<file path="src/sv/exptok_pkg.sv">
package exptok_pkg;

    localparam int MAX_TEXT_BYTES = 65536;
    localparam int POS_W = $clog2(MAX_TEXT_BYTES);
    localparam int LEN_W = POS_W + 1;
    localparam int CHAR_W = 8;
    localparam int VALUE_W = 32;
    localparam int FIELD_W = 16;
    localparam int KW_LEN = 6;
    localparam int KW_W = 3;
    localparam int QUEUE_DEPTH = 4;
    localparam int QPTR_W = $clog2(QUEUE_DEPTH);
    localparam int QCNT_W = QPTR_W + 1;

    localparam logic [CHAR_W-1:0] CH_NUL    = 8'h00;
    localparam logic [CHAR_W-1:0] CH_TAB    = 8'h09;
    localparam logic [CHAR_W-1:0] CH_LF     = 8'h0A;
    localparam logic [CHAR_W-1:0] CH_SPACE  = 8'h20;
    localparam logic [CHAR_W-1:0] CH_PLUS   = 8'h2B;
    localparam logic [CHAR_W-1:0] CH_MINUS  = 8'h2D;
    localparam logic [CHAR_W-1:0] CH_STAR   = 8'h2A;
    localparam logic [CHAR_W-1:0] CH_SLASH  = 8'h2F;
    localparam logic [CHAR_W-1:0] CH_LPAREN = 8'h28;
    localparam logic [CHAR_W-1:0] CH_RPAREN = 8'h29;
    localparam logic [CHAR_W-1:0] CH_EQ     = 8'h3D;
    localparam logic [CHAR_W-1:0] CH_SEMI   = 8'h3B;
    localparam logic [CHAR_W-1:0] CH_ZERO   = 8'h30;
    localparam logic [CHAR_W-1:0] CH_NINE   = 8'h39;
    localparam logic [CHAR_W-1:0] CH_LC_A   = 8'h61;
    localparam logic [CHAR_W-1:0] CH_LC_Z   = 8'h7A;
    localparam logic [CHAR_W-1:0] CH_UC_A   = 8'h41;
    localparam logic [CHAR_W-1:0] CH_UC_Z   = 8'h5A;
    localparam logic [CHAR_W-1:0] CH_UNDER  = 8'h5F;

    typedef enum logic [3:0] {
        KIND_NONE   = 4'd0,
        KIND_INT    = 4'd1,
        KIND_IDENT  = 4'd2,
        KIND_RETURN = 4'd3,
        KIND_PLUS   = 4'd4,
        KIND_MINUS  = 4'd5,
        KIND_STAR   = 4'd6,
        KIND_SLASH  = 4'd7,
        KIND_LPAREN = 4'd8,
        KIND_RPAREN = 4'd9,
        KIND_EQ     = 4'd10,
        KIND_SEMI   = 4'd11,
        KIND_EOF    = 4'd12
    } kind_t;

    typedef enum logic [2:0] {
        MODE_IDLE   = 3'b001,
        MODE_IDENT  = 3'b010,
        MODE_NUMBER = 3'b100
    } mode_t;

    typedef struct packed {
        kind_t                kind;
        logic [VALUE_W-1:0]   value;
        logic [FIELD_W-1:0]   start;
        logic [FIELD_W-1:0]   length;
        logic                 last;
    } token_t;

    typedef struct packed {
        logic   first_valid;
        logic   second_valid;
        token_t first;
        token_t second;
    } token_pair_t;

    function automatic logic [CHAR_W-1:0] kw_char(input logic [KW_W-1:0] idx);
        logic [CHAR_W-1:0] ch;
        case (idx)
            3'd0:    ch = 8'h72;
            3'd1:    ch = 8'h65;
            3'd2:    ch = 8'h74;
            3'd3:    ch = 8'h75;
            3'd4:    ch = 8'h72;
            3'd5:    ch = 8'h6E;
            default: ch = CH_NUL;
        endcase
        return ch;
    endfunction

    function automatic logic is_alpha(input logic [CHAR_W-1:0] c);
        return (c >= CH_LC_A && c <= CH_LC_Z) || (c >= CH_UC_A && c <= CH_UC_Z)
            || c == CH_UNDER;
    endfunction

    function automatic logic is_digit(input logic [CHAR_W-1:0] c);
        return c >= CH_ZERO && c <= CH_NINE;
    endfunction

    function automatic kind_t punct_kind(input logic [CHAR_W-1:0] c);
        kind_t k;
        case (c)
            CH_PLUS:   k = KIND_PLUS;
            CH_MINUS:  k = KIND_MINUS;
            CH_STAR:   k = KIND_STAR;
            CH_SLASH:  k = KIND_SLASH;
            CH_LPAREN: k = KIND_LPAREN;
            CH_RPAREN: k = KIND_RPAREN;
            CH_EQ:     k = KIND_EQ;
            CH_SEMI:   k = KIND_SEMI;
            CH_NUL:    k = KIND_EOF;
            default:   k = KIND_NONE;
        endcase
        return k;
    endfunction

endpackage

</file>
<file path="src/sv/exptok_scan.sv">
module exptok_scan
(
    input  logic                                  clk,
    input  logic                                  rst_n,
    input  logic                                  accept,
    input  logic [exptok_pkg::CHAR_W-1:0]         char_code,
    output exptok_pkg::token_pair_t               pair
);

    exptok_pkg::mode_t                 mode_reg, mode_next;
    logic [exptok_pkg::VALUE_W-1:0]    acc_reg, acc_next;
    logic [exptok_pkg::POS_W-1:0]      pos_reg, pos_next;
    logic [exptok_pkg::POS_W-1:0]      wstart_reg, wstart_next;
    logic [exptok_pkg::KW_W-1:0]       kprog_reg, kprog_next;
    logic                              kalive_reg, kalive_next;

    logic                              alpha;
    logic                              digit;
    logic                              space;
    logic [exptok_pkg::POS_W-1:0]      pos_inc;
    logic [exptok_pkg::LEN_W-1:0]      len_raw;
    logic [exptok_pkg::LEN_W-1:0]      word_len;
    logic [exptok_pkg::VALUE_W-1:0]    digit_val;
    logic                              kw_hit;
    logic                              pend_valid;
    exptok_pkg::token_t                pend_tok;
    logic                              own_valid;
    exptok_pkg::token_t                own_tok;
    exptok_pkg::kind_t                 own_kind;

    always_comb
    begin
        alpha     = exptok_pkg::is_alpha(char_code);
        digit     = exptok_pkg::is_digit(char_code);
        space     = char_code == exptok_pkg::CH_SPACE || char_code == exptok_pkg::CH_TAB
                 || char_code == exptok_pkg::CH_LF;
        pos_inc   = (pos_reg == exptok_pkg::POS_W'(exptok_pkg::MAX_TEXT_BYTES - 1))
                  ? '0 : pos_reg + 1'b1;
        len_raw   = {1'b0, pos_reg} - {1'b0, wstart_reg};
        word_len  = (pos_reg >= wstart_reg) ? len_raw
                  : len_raw + exptok_pkg::LEN_W'(exptok_pkg::MAX_TEXT_BYTES);
        digit_val = exptok_pkg::VALUE_W'(char_code - exptok_pkg::CH_ZERO);
        kw_hit    = kalive_reg && kprog_reg < exptok_pkg::KW_W'(exptok_pkg::KW_LEN)
                 && char_code == exptok_pkg::kw_char(kprog_reg);
        own_kind  = exptok_pkg::punct_kind(char_code);

        mode_next   = mode_reg;
        acc_next    = acc_reg;
        pos_next    = pos_reg;
        wstart_next = wstart_reg;
        kprog_next  = kprog_reg;
        kalive_next = kalive_reg;
        pend_valid  = 1'b0;
        pend_tok    = '0;
        own_valid   = 1'b0;
        own_tok     = '0;

        if (mode_reg == exptok_pkg::MODE_IDENT && (alpha || digit))
        begin
            kprog_next  = kw_hit ? kprog_reg + 1'b1 : kprog_reg;
            kalive_next = kw_hit;
            pos_next    = pos_inc;
        end
        else if (mode_reg == exptok_pkg::MODE_NUMBER && digit)
        begin
            acc_next = (acc_reg << 3) + (acc_reg << 1) + digit_val;
            pos_next = pos_inc;
        end
        else
        begin
            if (mode_reg == exptok_pkg::MODE_IDENT)
            begin
                pend_valid = 1'b1;
                if (kalive_reg && kprog_reg == exptok_pkg::KW_W'(exptok_pkg::KW_LEN))
                begin
                    pend_tok.kind = exptok_pkg::KIND_RETURN;
                end
                else
                begin
                    pend_tok.kind   = exptok_pkg::KIND_IDENT;
                    pend_tok.start  = exptok_pkg::FIELD_W'(wstart_reg);
                    pend_tok.length = exptok_pkg::FIELD_W'(word_len);
                end
            end
            else if (mode_reg == exptok_pkg::MODE_NUMBER)
            begin
                pend_valid     = 1'b1;
                pend_tok.kind  = exptok_pkg::KIND_INT;
                pend_tok.value = acc_reg;
                acc_next       = '0;
            end
            mode_next = exptok_pkg::MODE_IDLE;

            if (space)
            begin
                pos_next = pos_inc;
            end
            else if (alpha)
            begin
                wstart_next = pos_reg;
                kalive_next = char_code == exptok_pkg::kw_char('0);
                kprog_next  = (char_code == exptok_pkg::kw_char('0)) ? 3'd1 : 3'd0;
                mode_next   = exptok_pkg::MODE_IDENT;
                pos_next    = pos_inc;
            end
            else if (digit)
            begin
                acc_next  = digit_val;
                mode_next = exptok_pkg::MODE_NUMBER;
                pos_next  = pos_inc;
            end
            else
            begin
                own_valid    = 1'b1;
                own_tok.kind = own_kind;
                own_tok.last = 1'b1;
                if (own_kind == exptok_pkg::KIND_EOF)
                begin
                    mode_next   = exptok_pkg::MODE_IDLE;
                    acc_next    = '0;
                    pos_next    = '0;
                    wstart_next = '0;
                    kprog_next  = '0;
                    kalive_next = 1'b1;
                end
                else
                begin
                    pos_next = pos_inc;
                end
            end
        end

        pend_tok.last = !own_valid;

        pair.first_valid  = pend_valid || own_valid;
        pair.second_valid = pend_valid && own_valid;
        pair.first        = pend_valid ? pend_tok : own_tok;
        pair.second       = own_tok;
    end

    always_ff @(posedge clk or negedge rst_n)
    begin
        if (!rst_n)
        begin
            mode_reg   <= exptok_pkg::MODE_IDLE;
            acc_reg    <= '0;
            pos_reg    <= '0;
            wstart_reg <= '0;
            kprog_reg  <= '0;
            kalive_reg <= 1'b1;
        end
        else if (accept)
        begin
            mode_reg   <= mode_next;
            acc_reg    <= acc_next;
            pos_reg    <= pos_next;
            wstart_reg <= wstart_next;
            kprog_reg  <= kprog_next;
            kalive_reg <= kalive_next;
        end
    end

endmodule

</file>
<file path="src/sv/exptok_queue.sv">
module exptok_queue
(
    input  logic                    clk,
    input  logic                    rst_n,
    input  logic                    push,
    input  exptok_pkg::token_pair_t pair,
    output logic                    full,
    output logic                    out_valid,
    input  logic                    out_stall,
    output exptok_pkg::token_t      out_tok
);

    exptok_pkg::token_t                 entry_reg [exptok_pkg::QUEUE_DEPTH];
    logic [exptok_pkg::QPTR_W-1:0]      wr_reg, wr_next;
    logic [exptok_pkg::QPTR_W-1:0]      rd_reg, rd_next;
    logic [exptok_pkg::QCNT_W-1:0]      count_reg, count_next;
    logic                               pop;
    logic                               wr0;
    logic                               wr1;
    logic [exptok_pkg::QPTR_W-1:0]      wr_plus1;

    always_comb
    begin
        out_valid  = count_reg != '0;
        out_tok    = entry_reg[rd_reg];
        full       = count_reg >= exptok_pkg::QCNT_W'(exptok_pkg::QUEUE_DEPTH - 1);
        pop        = out_valid && !out_stall;
        wr0        = push && pair.first_valid;
        wr1        = push && pair.second_valid;
        wr_plus1   = wr_reg + 1'b1;
        wr_next    = wr_reg + exptok_pkg::QPTR_W'(wr0) + exptok_pkg::QPTR_W'(wr1);
        rd_next    = rd_reg + exptok_pkg::QPTR_W'(pop);
        count_next = count_reg + exptok_pkg::QCNT_W'(wr0) + exptok_pkg::QCNT_W'(wr1)
                   - exptok_pkg::QCNT_W'(pop);
    end

    always_ff @(posedge clk)
    begin
        if (wr0)
        begin
            entry_reg[wr_reg] <= pair.first;
        end
        if (wr1)
        begin
            entry_reg[wr_plus1] <= pair.second;
        end
    end

    always_ff @(posedge clk or negedge rst_n)
    begin
        if (!rst_n)
        begin
            wr_reg    <= '0;
            rd_reg    <= '0;
            count_reg <= '0;
        end
        else
        begin
            wr_reg    <= wr_next;
            rd_reg    <= rd_next;
            count_reg <= count_next;
        end
    end

endmodule

</file>
<file path="src/sv/expression_tokenizer.sv">
// Streaming lexer that takes one source byte per request and returns the tokens it
// completes. A byte is taken in the same cycle it is offered while the four-entry
// result queue holds at most two tokens, so a steady text stream runs at one byte
// per cycle; results leave the queue one per cycle while out_stall is low, which sets
// the sustained rate when many bytes each give two tokens (a byte that ends a word
// or number and is itself a token). Identifiers are reported by start offset and
// length, the exact word "return" as its own token, and a zero byte gives end of
// text and restarts the position count.
module expression_tokenizer
(
    input  logic                                clk,
    input  logic                                rst_n,
    input  logic                                in_valid,
    output logic                                in_stall,
    input  logic [exptok_pkg::CHAR_W-1:0]       char_code,
    output logic                                out_valid,
    input  logic                                out_stall,
    output logic [3:0]                          token_kind,
    output logic [exptok_pkg::VALUE_W-1:0]      int_value,
    output logic [exptok_pkg::FIELD_W-1:0]      ident_start,
    output logic [exptok_pkg::FIELD_W-1:0]      ident_length,
    output logic                                last_of_item
);

    exptok_pkg::token_pair_t pair;
    exptok_pkg::token_t      out_tok;
    logic                    full;
    logic                    accept;

    assign in_stall = full;
    assign accept   = in_valid && !full;

    exptok_scan u_scan
    (
        .clk       (clk),
        .rst_n     (rst_n),
        .accept    (accept),
        .char_code (char_code),
        .pair      (pair)
    );

    exptok_queue u_queue
    (
        .clk       (clk),
        .rst_n     (rst_n),
        .push      (accept),
        .pair      (pair),
        .full      (full),
        .out_valid (out_valid),
        .out_stall (out_stall),
        .out_tok   (out_tok)
    );

    assign token_kind   = out_tok.kind;
    assign int_value    = out_tok.value;
    assign ident_start  = out_tok.start;
    assign ident_length = out_tok.length;
    assign last_of_item = out_tok.last;

endmodule

</file>
<file path="config.mk">
export PLATFORM = sky130hd
export DESIGN_NAME = expression_tokenizer
export DESIGN_NICKNAME = d
export VERILOG_FILES = /design/src/sv/exptok_pkg.sv /design/src/sv/exptok_scan.sv /design/src/sv/exptok_queue.sv /design/src/sv/expression_tokenizer.sv
export SDC_FILE = /design/constraint.sdc
export NUM_CORES = 1
export LEC_CHECK = 0
export BUFFER_PORTS_ARGS = -buffer_cell sky130_fd_sc_hd__buf_2
export CAP_MARGIN = 10
export CORE_ASPECT_RATIO = 1.75
export CORE_MARGIN = 3
export CORE_UTILIZATION = 55
export DETAILED_ROUTE_END_ITERATION = 8
export HOLD_SLACK_MARGIN = 0.15
export PLACE_DENSITY = 0.73
export SYNTH_ARGS = -nofsm -noshare
export SYNTH_HDL_FRONTEND = slang
export SYNTH_SLANG_ARGS = --single-unit
export TNS_END_PERCENT = 10
</file>
<file path="constraint.sdc">
create_clock -name clk -period 7.5 [get_ports clk]
set_input_delay 1.5 -clock clk [delete_from_list [all_inputs] [get_ports clk]]
set_output_delay 1.5 -clock clk [all_outputs]
set_load 0.05 [all_outputs]
</file>
==> metrics list, run 1 <==
* Cts-stage hold buffer count: 0
- Post-detailed-route via-to-cell ratio: 6.62
- The synthesized design contains 20 enable-type register cells.
- Post-CTS repair timing setup buffer count: 0
* Cell with the most instances after synthesis: sky130_fd_sc_hd__dfxtp_1
* Post-synthesis cell type with the largest combined area: sky130_fd_sc_hd__dfxtp_1
- Final hold slack: 0.448 ns
- After synthesis, the most frequently instantiated cells are sky130_fd_sc_hd__dfxtp_1 (256), sky130_fd_sc_hd__nand2_1 (200), sky130_fd_sc_hd__a32o_1 (130), sky130_fd_sc_hd__o21ai_0 (113), sky130_fd_sc_hd__clkbuf_1 (77).
- STA classifies the critical path endpoint as a register.
- Delay of the slowest critical-path stage: 0.70 ns
- Max FFs per register: 276
- Clock-pin slew reported for the worst setup and hold paths after clock tree synthesis: 0.07 ns
- In this run, distinct cell masters in the synthesized netlist total 84.
* Endpoints failing setup: 0
* Highest ir drop seen on vdd: 0.000311 V
- Average detailed-routed wire length per instance: 23.1 um
- Pin count of the biggest net entering global routing: 77
- Setup repair after global routing left no endpoint under its margin.
* Transition time at the pin with the least slew margin: 1.14 ns
- TritonCTS built the clock tree.
- Overall fraction of global-route tracks in use: 0.285
* Deepest level of the CTS H-tree: 1
- Final-report hold violation count: 0
- Buffers and inverters on the worst path: 2
- The worst hold path passes through 2 cells.
- The die is 243 um tall.
* Max frequency: 183 MHz
* Register-to-Register Path Depth: 10
* Initial antenna violation count: 0
- Traced cell by cell, the critical path runs through buf_2 -> ha_1 -> nor3_2 -> buf_4 -> fa_1 -> ha_1 -> a21o_1 -> a2111oi_0 -> a21oi_1 -> a211oi_1 -> o21ai_0 -> xor2_1 -> o21ai_0 -> nand2_1.
- The mapped netlist covers 17,600 sq um.
* Share of the synthesized area in the top cell type: 0.291
* Share of the yosys chip area belonging to registers: 0.436
- Post-layout minimum cycle time: 5.47 ns
* Horizontal die dimension: 141 um
- TritonCTS created 31 clock buffers.
* Number of routed nets with antenna violations: 0
- Detailed-router iteration count before antenna repair: 5
* Clock Path Buffers: 3
- Counting the fill cells in the layout gives 2,613.
- STA classifies the critical path startpoint as an input pin.
- The number of max-slew violations in the final report was 0.
* Clock tree root buffer cell: sky130_fd_sc_hd__clkbuf_16
* Critical path data required time: 7.99 ns
- The most used flip-flop cell after synthesis is sky130_fd_sc_hd__dfxtp_1.
* Total power after layout: 6130 uW
- Summed over all layers, the routed wires come to 49,100 um.
- The initial utilization of the core area, before any placement, comes to 0.559.
- For this run, design rule violations remaining after detail routing come to 0.
- Count of cells resized by post-cts repair: 0
- Max_cap viols: 0
- During I/O placement, the number of pins put on the boundary was 83.
- Critical setup path kind: in -> reg
- Clk_lat worst skew: 0.60 ns
- Weighted congestion at the end of routability-driven global placement: 0.942
- A synthesized cell averages 10.5 sq um.
- First-pass GRT wire length: 77,800 um
- Relative to the synthesized area, the layout overhead comes to 9.72%.
- The critical path runs through a total of 14 cells.
* Warning count from the yosys run: 0
- The floorplan has 86 rows.
* Run status: completed
* Antenna Cells: 0
- The die covers 34,300 sq um.
- By area the synthesized netlist is led by sky130_fd_sc_hd__dfxtp_1 (29%), sky130_fd_sc_hd__dfrtp_1 (11%), sky130_fd_sc_hd__mux4_2 (8.8%).
- Headroom to the max-slew limit came out at 0.237.
* Drt first-iter violations: 1,133
* Number of nets in the synthesized netlist: 1,791
- Post-layout nets: 1,817
* CP delay by family, top: compound AO/OA/AOI/OAI gates
* Cell total after placement: 2,073
- The tightest min-delay check is of the reg -> reg type.
- Fraction of registers with async set/reset: 0.220
* Post-detail-place hpwl: 33,700 um
- Synthesis produced a netlist whose cell count is 1,684.
- Leaving out filler cells and counting taps, the final layout contains 2,131.
- Largest driver fanout on the critical path: 26
- Core outline area: 31,500 sq um
* Remaining global-route overflow: 0
- Final setup TNS: 0 ns
- Vias post-DR: 14,100
* Final clock skew: 0.0122 ns
- The via count of the first global-routing pass was 14,400.
- STA puts the critical path data arrival time at 5.96 ns.
* Clk sink count: 354
- In this run the static leakage power is 0.00775 uW.
- Areal power density over the cells: 317 nW/um^2
* Fraction of layout instances using a drive strength above 1: 0.153
- In this run, synthesis produced a sequential element count of 354.
* Critical Path Slowest Stage Cell: sky130_fd_sc_hd__a2111oi_0
- Period utilization: 0.729
- During placement, the flow inserted port buffers numbering 82.
worst register-to-register path: stages (launching register included):
cell and delay, ns:
sky130_fd_sc_hd__dfrtp_1 0.54, sky130_fd_sc_hd__fa_1 0.48, sky130_fd_sc_hd__ha_1 0.41, sky130_fd_sc_hd__a21o_1 0.25, sky130_fd_sc_hd__a2111oi_0 0.70, sky130_fd_sc_hd__a21oi_1 0.34, sky130_fd_sc_hd__a211oi_1 0.50, sky130_fd_sc_hd__o21ai_0 0.19
sky130_fd_sc_hd__xor2_1 0.16, sky130_fd_sc_hd__o21ai_0 0.21, sky130_fd_sc_hd__nand2_1 0.08
cell type report:
type	instances	area (sq um)	share of cell area
clock inverters	7	83.8	0.00433
inverters	62	234	0.0121
well taps	396	495	0.0256
clock buffers	51	952	0.0492
multi-input cells	1160	9310	0.481
repair buffers	101	581	0.0300
flip-flops and latches	354	7690	0.398
kinds of logic (layout without fill, tap and decap cells):
family                     after synthesis  in the layout  share of synthesized area
AOI/OAI and AO/OA                      533            533                      0.225
buffers and inverters                  170            221                     0.0391
adders and majority gates               95             95                     0.0815
muxes                                   72             72                     0.0900
DFF                                    354            354                      0.436
xor gates and xnor gates                37             37                     0.0184
and+or+nand+nor                        423            423                      0.111
final timing paths:
path	start	end	slack (ns)
max	char_code[4]	u_scan.acc_reg[19]$_DFFE_PN0P_	2.03
min	u_queue.entry_reg[3][22]$_SDFFE_PP0N_	u_queue.entry_reg[3][22]$_SDFFE_PP0N_	0.45
max reg2reg	u_scan.acc_reg[8]$_DFFE_PN0P_	u_scan.acc_reg[19]$_DFFE_PN0P_	3.54
min reg2reg	u_queue.entry_reg[3][22]$_SDFFE_PP0N_	u_queue.entry_reg[3][22]$_SDFFE_PP0N_	0.45
max in group asynchronous	rst_n	u_scan.acc_reg[16]$_DFFE_PN0P_	5.60
min in group asynchronous	rst_n	u_scan.kprog_reg[1]$_DFFE_PN0P_	0.82
metal layers:
layer,global-route usage,share of wire,wire (um),up-vias
met5,0,0,0,-
met4,0.166,0.059,2920,0
met3,0.0280,0.041,2020,159
met2,0.521,0.54,26300,450
met1,0.314,0.36,17900,7070
li1,-,-,-,6420
report_power, final:
part | switching, uW | leakage, uW | internal [uW] | total, uW
combinational | 1340 | 0.00396 | 843 | 2180
clock | 739 | 0.000507 | 906 | 1640
sequential | 267 | 0.00329 | 2040 | 2300
layout by cell type, fill, tap and decap left out, types with 9 or more instances in the layout:
| cell | instances |
|---|---|
| sky130_fd_sc_hd__a211oi_1 | 11 |
| sky130_fd_sc_hd__a21o_1 | 19 |
| sky130_fd_sc_hd__a21oi_1 | 44 |
| sky130_fd_sc_hd__a22o_1 | 52 |
| sky130_fd_sc_hd__a32o_1 | 130 |
| sky130_fd_sc_hd__and3_1 | 18 |
| sky130_fd_sc_hd__buf_2 | 81 |
| sky130_fd_sc_hd__buf_4 | 18 |
| sky130_fd_sc_hd__clkbuf_1 | 11 |
| sky130_fd_sc_hd__clkbuf_16 | 32 |
| sky130_fd_sc_hd__dfrtp_1 | 74 |
| sky130_fd_sc_hd__dfxtp_1 | 256 |
| sky130_fd_sc_hd__edfxtp_1 | 20 |
| sky130_fd_sc_hd__fa_1 | 33 |
| sky130_fd_sc_hd__ha_1 | 62 |
| sky130_fd_sc_hd__inv_1 | 61 |
| sky130_fd_sc_hd__mux4_2 | 69 |
| sky130_fd_sc_hd__nand2_1 | 200 |
| sky130_fd_sc_hd__nand2b_1 | 13 |
| sky130_fd_sc_hd__nand3_1 | 33 |
| sky130_fd_sc_hd__nand4_1 | 9 |
| sky130_fd_sc_hd__nor2_1 | 61 |
| sky130_fd_sc_hd__nor2b_1 | 10 |
| sky130_fd_sc_hd__nor3_1 | 26 |
| sky130_fd_sc_hd__o21a_1 | 11 |
| sky130_fd_sc_hd__o21ai_0 | 113 |
| sky130_fd_sc_hd__o21ai_1 | 51 |
| sky130_fd_sc_hd__o22ai_1 | 12 |
| sky130_fd_sc_hd__o31ai_1 | 13 |
| sky130_fd_sc_hd__xnor2_1 | 24 |
| sky130_fd_sc_hd__xor2_1 | 13 |
per-stage QoR:
stage               setup WS, ns  area (sq um)  utilization
finish                      2.03         19300        0.613
global route                1.67         19300        0.613
CTS                         2.08         19300        0.613
detailed placement          1.46         18300        0.581
global placement            1.48         18300        0.581
floorplan                  0.305         17600            -
Note: power is estimated with default switching activity, not from simulation.
==> run 2: changes to the inputs <==
--- a/config.mk
+++ b/config.mk
@@ -12,7 +12,7 @@
 export CORE_UTILIZATION = 55
 export DETAILED_ROUTE_END_ITERATION = 8
 export HOLD_SLACK_MARGIN = 0.15
-export PLACE_DENSITY = 0.73
+export PLACE_DENSITY = 0.75
 export SYNTH_ARGS = -nofsm -noshare
 export SYNTH_HDL_FRONTEND = slang
 export SYNTH_SLANG_ARGS = --single-unit
==> constraint.sdc (replaced) <==
create_clock -name clk -period 4.67 [get_ports clk]
set_input_delay 0.934 -clock clk [delete_from_list [all_inputs] [get_ports clk]]
set_output_delay 0.934 -clock clk [all_outputs]
set_load 0.05 [all_outputs]
==> metrics list, run 2 (synthesis gave the netlist of run 1 again) <==
- The total routing resource utilization after global routing is 0.283 (was 0.285).
- The via count is 14,100 (about the same).
- The worst min-delay path category is in -> async (was reg -> reg).
- The total power divided by cell area was 514 nW/um^2 (was 317 nW/um^2).
- Initial antenna violation count: 0 (unchanged)
- Unrepaired setup endpoints after global routing: false (unchanged)
* Final clock skew: 0.0209 ns (was 0.0122 ns)
- The number of nets with antenna violations after detailed routing was 0 (unchanged).
- CP delay by family, top: adder cells (was compound AO/OA/AOI/OAI gates)
- Core outline area: 31,500 sq um (unchanged)
- The data arrival time at the worst-slack endpoint was 4.35 ns (was 5.96 ns).
* Post-CTS repair timing setup buffer count: 0 (unchanged)
- Worst Setup Start Kind: input pin (unchanged)
- The width of the die was 141 um (unchanged).
- Setup slack of the critical path after layout: 0.754 ns (was 2.03 ns)
- The number of vias per cell after detailed routing is 6.53 (was 6.62).
- Antenna Cells: 0 (unchanged)
- Largest driver fanout on the critical path: 9 (was 26)
* Clock Path Buffers: 3 (unchanged)
- The initial core utilization came to 0.559 (unchanged).
- Post-layout minimum cycle time: 3.92 ns
* Transition time at the pin with the least slew margin: 0.985 ns (was 1.14 ns)
* Clk sink count: 354 (unchanged)
- The leftover overflow at the end of global routing came to 0 (unchanged).
* Endpoints failing setup: 0 (unchanged)
* Multi-input logic area: 9340 sq um (was 9310 sq um)
- Clock-pin slew reported for the worst setup and hold paths after clock tree synthesis: 0.07 ns (about the same)
- Static leakage: 0.00797 uW (was 0.00775 uW)
- The number of primary I/O pins came to 83 (unchanged).
- The count of unresolved DRC violations after routing is 0 (unchanged).
- The most common cell after layout, fill and taps aside was sky130_fd_sc_hd__dfxtp_1 (unchanged).
- Reg-to-Reg Start: u_scan.acc_reg[0]$_DFFE_PN0P_ (was u_scan.acc_reg[8]$_DFFE_PN0P_)
- The flip-flop count of the largest register, all copies and words added was 276 (unchanged).
- Vias in the first global route: 14,900 (was 14,400)
- Critical path data required time: 5.10 ns (was 7.99 ns)
- Commonest cells after routing, fill and taps aside: sky130_fd_sc_hd__dfxtp_1 (256), sky130_fd_sc_hd__nand2_1 (200), sky130_fd_sc_hd__a32o_1 (130) (unchanged).
* Deepest level of the CTS H-tree: 2 (was 1)
- The total clock buffers created by CTS is 35 (was 31).
- Average detailed-routed wire length per instance: 22.2 um (was 23.1 um)
* Run status: completed (unchanged)
- Max_cap viols: 0 (unchanged)
* Final setup TNS: 0 ns (unchanged)
- Cts-stage hold buffer count: 0 (unchanged)
- The TritonCTS clock tree is yes (unchanged).
- The vertical die dimension was 243 um (unchanged).
- The start point of the critical path is char_code[4] (unchanged).
- The worst slew slack as a fraction of its limit is 0.343 (was 0.237).
* Detailed-router iteration count before antenna repair: 5 (unchanged)
- Cell chain of the critical path: buf_2 -> inv_1 -> ha_1 -> o41a_1 -> o22a_1 -> a211oi_2 -> o21a_1 -> nand2_2 -> ha_1 -> nor2_1 -> inv_1 -> ha_1 -> inv_1 -> fa_1 -> fa_1 -> xor2_1 (was buf_2 -> ha_1 -> nor3_2 -> buf_4 -> fa_1 -> ha_1 -> a21o_1 -> a2111oi_0 -> a21oi_1 -> a211oi_1 -> o21ai_0 -> xor2_1 -> o21ai_0 -> nand2_1)
- The fill cell instance count of the final layout was 2,571 (was 2,613).
- Pin count of the biggest net entering global routing: 73 (was 77)
* Cell total after placement: 2,100 (was 2,073)
* Highest ir drop seen on vdd: 0.000443 V (was 0.000311 V)
- The count of non-filler cells in the finished layout was 2,164 (was 2,131).
- First-pass GRT wire length: 78,200 um (was 77,800 um)
- Top layer in use: met4 (unchanged)
- DRT Wirelength: 48,100 um (was 49,100 um)
* Total number of placement rows: 86 (unchanged)
* Drt first-iter violations: 918 (was 1,133)
- Clk_lat worst skew: 0.55 ns (was 0.60 ns)
* Final hold slack: 0.447 ns (was 0.448 ns)
- Critical Path Slowest Stage Cell: sky130_fd_sc_hd__fa_1 (was sky130_fd_sc_hd__a2111oi_0)
- Buffers and inverters on the worst path: 4 (was 2)
* Clock tree root buffer cell: sky130_fd_sc_hd__clkbuf_16 (unchanged)
- The number of hold violations in the final report was 0 (unchanged).
- Seq. cell area: 7690 sq um (unchanged)
- Sum of routed wire segments on met1: 16,700 um (was 17,900 um)
- Worst setup EP type: register (unchanged)
- The number of input and output port buffers inserted came to 82 (unchanged).
* Detail Route met2 WL: 26,400 um (was 26,300 um)
- The global placement routability congestion was 0.919 (was 0.942).
* Post-layout nets: 1,848 (was 1,817)
* Fraction of layout instances using a drive strength above 1: 0.174 (was 0.153)
- The post-place setup slack is 0.198 ns (was 1.46 ns).
- For this run, the top clock speed supported by timing is 255 MHz.
- Delay of the slowest critical-path stage: 0.41 ns (was 0.70 ns)
* Layout overhead on the synthesized area: 12.2% (was 9.72%)
- Met3 WL post-DR: 2120 um (was 2020 um)
- The number of max-slew violations in the final report was 0 (unchanged).
- The die outline area came to 34,300 sq um (unchanged).
- The HPWL after detailed placement was 33,300 um (was 33,700 um).
- The critical setup path kind is in -> reg (unchanged).
- Count of cells resized by post-cts repair: 0 (unchanged)
- Period utilization: 0.839
* Total power after layout: 10,200 uW (was 6130 uW)
==> run 2: final timing paths <==
kind | to | cells past startpoint | slack (ns)
worst min-delay path | u_queue.count_reg[2]$_DFF_PN0_ | 1 | 0.45
min in group clk | u_queue.entry_reg[3][30]$_SDFFE_PP0N_ | 2 | 0.45
worst max register to register | u_scan.acc_reg[22]$_DFFE_PN0P_ | 10 | 1.04
worst max-delay path | u_queue.count_reg[2]$_DFF_PN0_ | 16 | 0.75
worst min register to register | u_queue.entry_reg[3][30]$_SDFFE_PP0N_ | 2 | 0.45
max in group asynchronous | u_scan.wstart_reg[12]$_DFFE_PN0P_ | 2 | 3.33
==> run 2: through the flow <==
stage | utilization | instance area (sq um)
6_report | 0.627 | 19800
5_1_grt | 0.627 | 19800
4_1_cts | 0.627 | 19800
3_5_place_dp | 0.590 | 18600
3_3_place_gp | 0.590 | 18600
2_1_floorplan | - | 17700
==> run 2: layer usage <==
layer | vias to the layer above | track usage
li1 | 6488 | -
met1 | 6990 | 0.294
met2 | 482 | 0.537
met3 | 163 | 0.0311
met4 | 0 | 0.158
met5 | - | 0
==> run 2: area by class of cell <==
type | instances | share of cell area
clock buffer | 46 | 0.0501
clock inverter | 18 | 0.00899
inverter | 62 | 0.0118
multi-input combinational | 1160 | 0.472
sequential | 354 | 0.389
tap | 396 | 0.0251
timing repair buffer | 128 | 0.0428
==> run 2: power by group <==
part,internal [uW],total [uW],switching (uW),leakage [uW]
sequential,3270,3810,543,0.00329
combinational,1420,3470,2050,0.00411
clock,1630,2880,1240,0.000577
total,6320,10200,3840,0.00797
==> run 3: changes to the inputs <==
==> constraint.sdc (replaced) <==
create_clock -name clk -period 3.2 [get_ports clk]
set_input_delay 0.64 -clock clk [delete_from_list [all_inputs] [get_ports clk]]
set_output_delay 0.64 -clock clk [all_outputs]
set_load 0.05 [all_outputs]
==> metrics list, run 3 (synthesis gave the netlist of run 1 again) <==
- Count of port buffers added during placement: 82 (unchanged)
- Fraction of layout instances using a drive strength above 1: 0.280 (was 0.174)
- Worst setup EP type: register (unchanged)
- Reg-to-reg setup timing slack: 0.01 ns (was 1.04 ns)
- The DRC violation total after the first TritonRoute iteration came to 1,125 (was 918).
* Final setup TNS: -0.266 ns (was 0 ns)
- The leftover overflow at the end of global routing is 0 (unchanged).
- Number of I/O pins: 83 (unchanged)
- Max FFs per register: 276 (unchanged)
* Post-layout nets: 2,043 (was 1,848)
- Origin of the worst min-delay path: u_queue.entry_reg[1][25]$_SDFFE_PP0N_
- Critical setup path kind: in -> reg (unchanged)
* Hold worst-path end: u_queue.entry_reg[1][25]$_SDFFE_PP0N_
- Reg-to-Reg Start: u_scan.acc_reg[0]$_DFFE_PN0P_ (unchanged)
* Largest driver fanout on the critical path: 5 (was 9)
- Cells on Worst Hold Path: 2
- Post-detail-place hpwl: 36,300 um (was 33,300 um)
- The most common cell after layout, fill and taps aside is sky130_fd_sc_hd__dfxtp_1 (unchanged).
- The via count of the first global-routing pass was 15,800 (was 14,900).
- The total number of placement rows came to 86 (unchanged).
- Clk sink count: 354 (unchanged)
- Class of the tightest hold or removal check: reg -> reg (was in -> async)
* Antenna Cells: 0 (unchanged)
* Cell chain of the critical path: buf_8 -> ha_4 -> nor3_4 -> buf_12 -> fa_1 -> ha_4 -> a21o_4 -> a2111oi_4 -> a211oi_2 -> o21ai_2 -> nand3b_1 -> a311o_1 -> a221o_1 (was buf_2 -> inv_1 -> ha_1 -> o41a_1 -> o22a_1 -> a211oi_2 -> o21a_1 -> nand2_2 -> ha_1 -> nor2_1 -> inv_1 -> ha_1 -> inv_1 -> fa_1 -> fa_1 -> xor2_1)
* Post-detailed-route via-to-cell ratio: 6.38 (was 6.53)
* Clock tree root buffer cell: sky130_fd_sc_hd__clkbuf_16 (unchanged)
* Weighted congestion at the end of routability-driven global placement: 0.963 (was 0.919)
- The number of cells traversed by the worst register-to-register path was 10 (unchanged).
* Max_cap viols: 0 (unchanged)
- The checks that failed: negative setup slack.
- Arrival time at the worst endpoint: 3.67 ns (was 4.35 ns)
* Post-layout minimum cycle time: 3.26 ns
- Worst Setup Start Kind: input pin (unchanged)
- Max frequency: 307 MHz
- Depth of the critical timing path with buffers and inverters included: 13 (was 16)
- Unrepaired setup endpoints after global routing: true (was false).
- Number of routed nets with antenna violations: 0 (unchanged)
* Period utilization: 1.02
- The required time of the critical path came to 3.62 ns (was 5.10 ns).
* Static leakage: 0.00908 uW (was 0.00797 uW)
* Setup slack of the critical path after layout: -0.0569 ns (was 0.754 ns)
- The first-pass iteration count of the detailed router is 5 (unchanged).
- Final core utilization: 0.695 (was 0.627)
- The largest clock skew in the final design was 0.0175 ns (was 0.0209 ns).
- The number of setup violations in the final report was 7 (was 0).
- The combinational fraction of design power was 0.421 (was 0.342).
- Residual DRC: 0 (unchanged)
* Starting utilization of the core area: 0.559 (unchanged)
* Initial antenna violation count: 0 (unchanged)
- DRT Wirelength: 50,800 um (was 48,100 um)
- Commonest cells after routing, fill and taps aside: sky130_fd_sc_hd__dfxtp_1 (256), sky130_fd_sc_hd__buf_4 (212), sky130_fd_sc_hd__nand2_1 (199) (was sky130_fd_sc_hd__dfxtp_1 (256), sky130_fd_sc_hd__nand2_1 (200), sky130_fd_sc_hd__a32o_1 (130))
- Critical Path Slowest Stage Cell: sky130_fd_sc_hd__fa_1 (unchanged)
- Clk_lat worst skew: 0.54 ns (was 0.55 ns)
- The share of total power consumed by net switching is 0.368 (was 0.378).
- Final non-filler cell total: 2,358 (was 2,164)
- The area of the placeable core is 31,500 sq um (unchanged).
- The cell total after placement came to 2,284 (was 2,100).
- The post-place setup slack is -0.771 ns (was 0.198 ns).
- Clock Path Buffers: 3 (unchanged)
- The average wire per cell in the routed design came to 21.5 um (was 22.2 um).
* Die Y-Extent: 243 um (unchanged)
* Layout overhead on the synthesized area: 24.3% (was 12.2%)
* Cell internal power dissipation: 10,600 uW (was 6320 uW)
- The total routing resource utilization after global routing was 0.292 (was 0.283).
* Areal power density over the cells: 763 nW/um^2 (was 514 nW/um^2)
- Transition time at the pin with the least slew margin: 0.733 ns (was 0.985 ns)
- Highest ir drop seen on vdd: 0.000725 V (was 0.000443 V)
- The worst hold slack across all endpoints was 0.447 ns (about the same).
- The TritonCTS clock tree is yes (unchanged).
- First-pass GRT wire length: 80,500 um (was 78,200 um)
* Final-report hold violation count: 0 (unchanged)
* Die ar.: 34,300 sq um (unchanged)
* Number of buffers created by CTS: 34 (was 35)
- Net switching power of the design: 6150 uW (was 3840 uW)
- In this design, the critical path's most frequently occurring cell is sky130_fd_sc_hd__ha_4.
* Clk pwr share: 0.257 (was 0.283)
* Run status: finished, violations left (was completed)
* Max Slew Vio Count: 0 (unchanged)
* CP delay by family, top: compound AO/OA/AOI/OAI gates (was adder cells)
- The count of H-tree levels built during CTS was 2 (unchanged).
- Clock-pin slew reported for the worst setup and hold paths after clock tree synthesis: 0.07 ns (about the same)
- Horizontal die dimension: 141 um (unchanged)
* Delay of the slowest critical-path stage: 0.43 ns (was 0.41 ns)
* Pin count of the biggest net entering global routing: 77 (was 73)
* Vias post-DR: 15,000 (was 14,100)
* Worst relative slew slack: 0.499 (was 0.343)
- RR Endpoint: u_scan.acc_reg[24]$_DFFE_PN0P_ (was u_scan.acc_reg[22]$_DFFE_PN0P_)
- Buffers and inverters on the worst path: 2 (was 4)
- Seq pwr share: 0.322 (was 0.375)
run 3: changes by cell type in the layout (fill, tap and decap cells not counted), sizes merged:
| cell | change |
|---|---|
| inv | +2 |
| clkinvlp | -1 |
| clkinv | -2 |
| bufinv | +3 |
| buf | +195 |
| dlygate4sd3 | +1 |
| clkbuf | -4 |
run 3: area by class of cell:
type | instances | area, sq um
clock buffer | 42 | 915
clock inverter | 20 | 270
fill | 2313 | 9620
inverter | 62 | 239
multi-input combinational | 1160 | 9680
sequential | 354 | 7690
tap | 396 | 495
timing repair buffer | 324 | 2620
run 3: how the worst max path moves through the flow:
stage / from / end / slack (ns)
3_3_place_gp: char_code[5] / u_scan.acc_reg[29]$_DFFE_PN0P_ / -0.71
2_1_floorplan: char_code[4] / u_scan.acc_reg[22]$_DFFE_PN0P_ / -1.33
6_report: char_code[4] / u_scan.acc_reg[29]$_DFFE_PN0P_ / -0.06
5_1_grt: char_code[5] / u_scan.acc_reg[29]$_DFFE_PN0P_ / -0.19
4_1_cts: char_code[5] / u_scan.acc_reg[29]$_DFFE_PN0P_ / -0.06
3_5_place_dp: char_code[5] / u_scan.acc_reg[29]$_DFFE_PN0P_ / -0.77
run 3: power by group through the flow:
stage               clock network [uW]  logic [uW]  registers (uW)
finish                            4300        7040            5380
global route                      4520        7570            5430
CTS                               4360        6760            5370
detailed placement                   0        6410            5470
global placement                     0        6260            5450
floorplan                            0        4190            5170
run 3: worst register-to-register path: cells and delay by family (launching register included):
kind,cells,cell delay (ns)
simple gates,1,0.09
fa+ha+maj,2,1.00
compound gates,7,1.60
flops,1,0.41
run 3: stage by stage:
stage          power, uW  area (sq um)
6_report           16700         21900
5_1_grt            17500         21900
3_5_place_dp       11900         20300
4_1_cts            16500         21800
3_3_place_gp       11700         20300
2_1_floorplan       9360         17800
run 3: repair_timing:
item,in CTS,in global routing
gates resized for setup,26,32
hold buffers,1,0
pin swaps,22,30
setup buffers,11,2
hold endpoints to repair,22,0
endpoints found under the setup margin,83,195
gates cloned,1,0
run 3: routing by layer:
layer	part of all wire	up-vias	track usage
li1	-	6882	-
met1	0.34	7403	0.295
met2	0.56	573	0.561
met3	0.045	182	0.0313
met4	0.056	0	0.173
met5	0	-	0
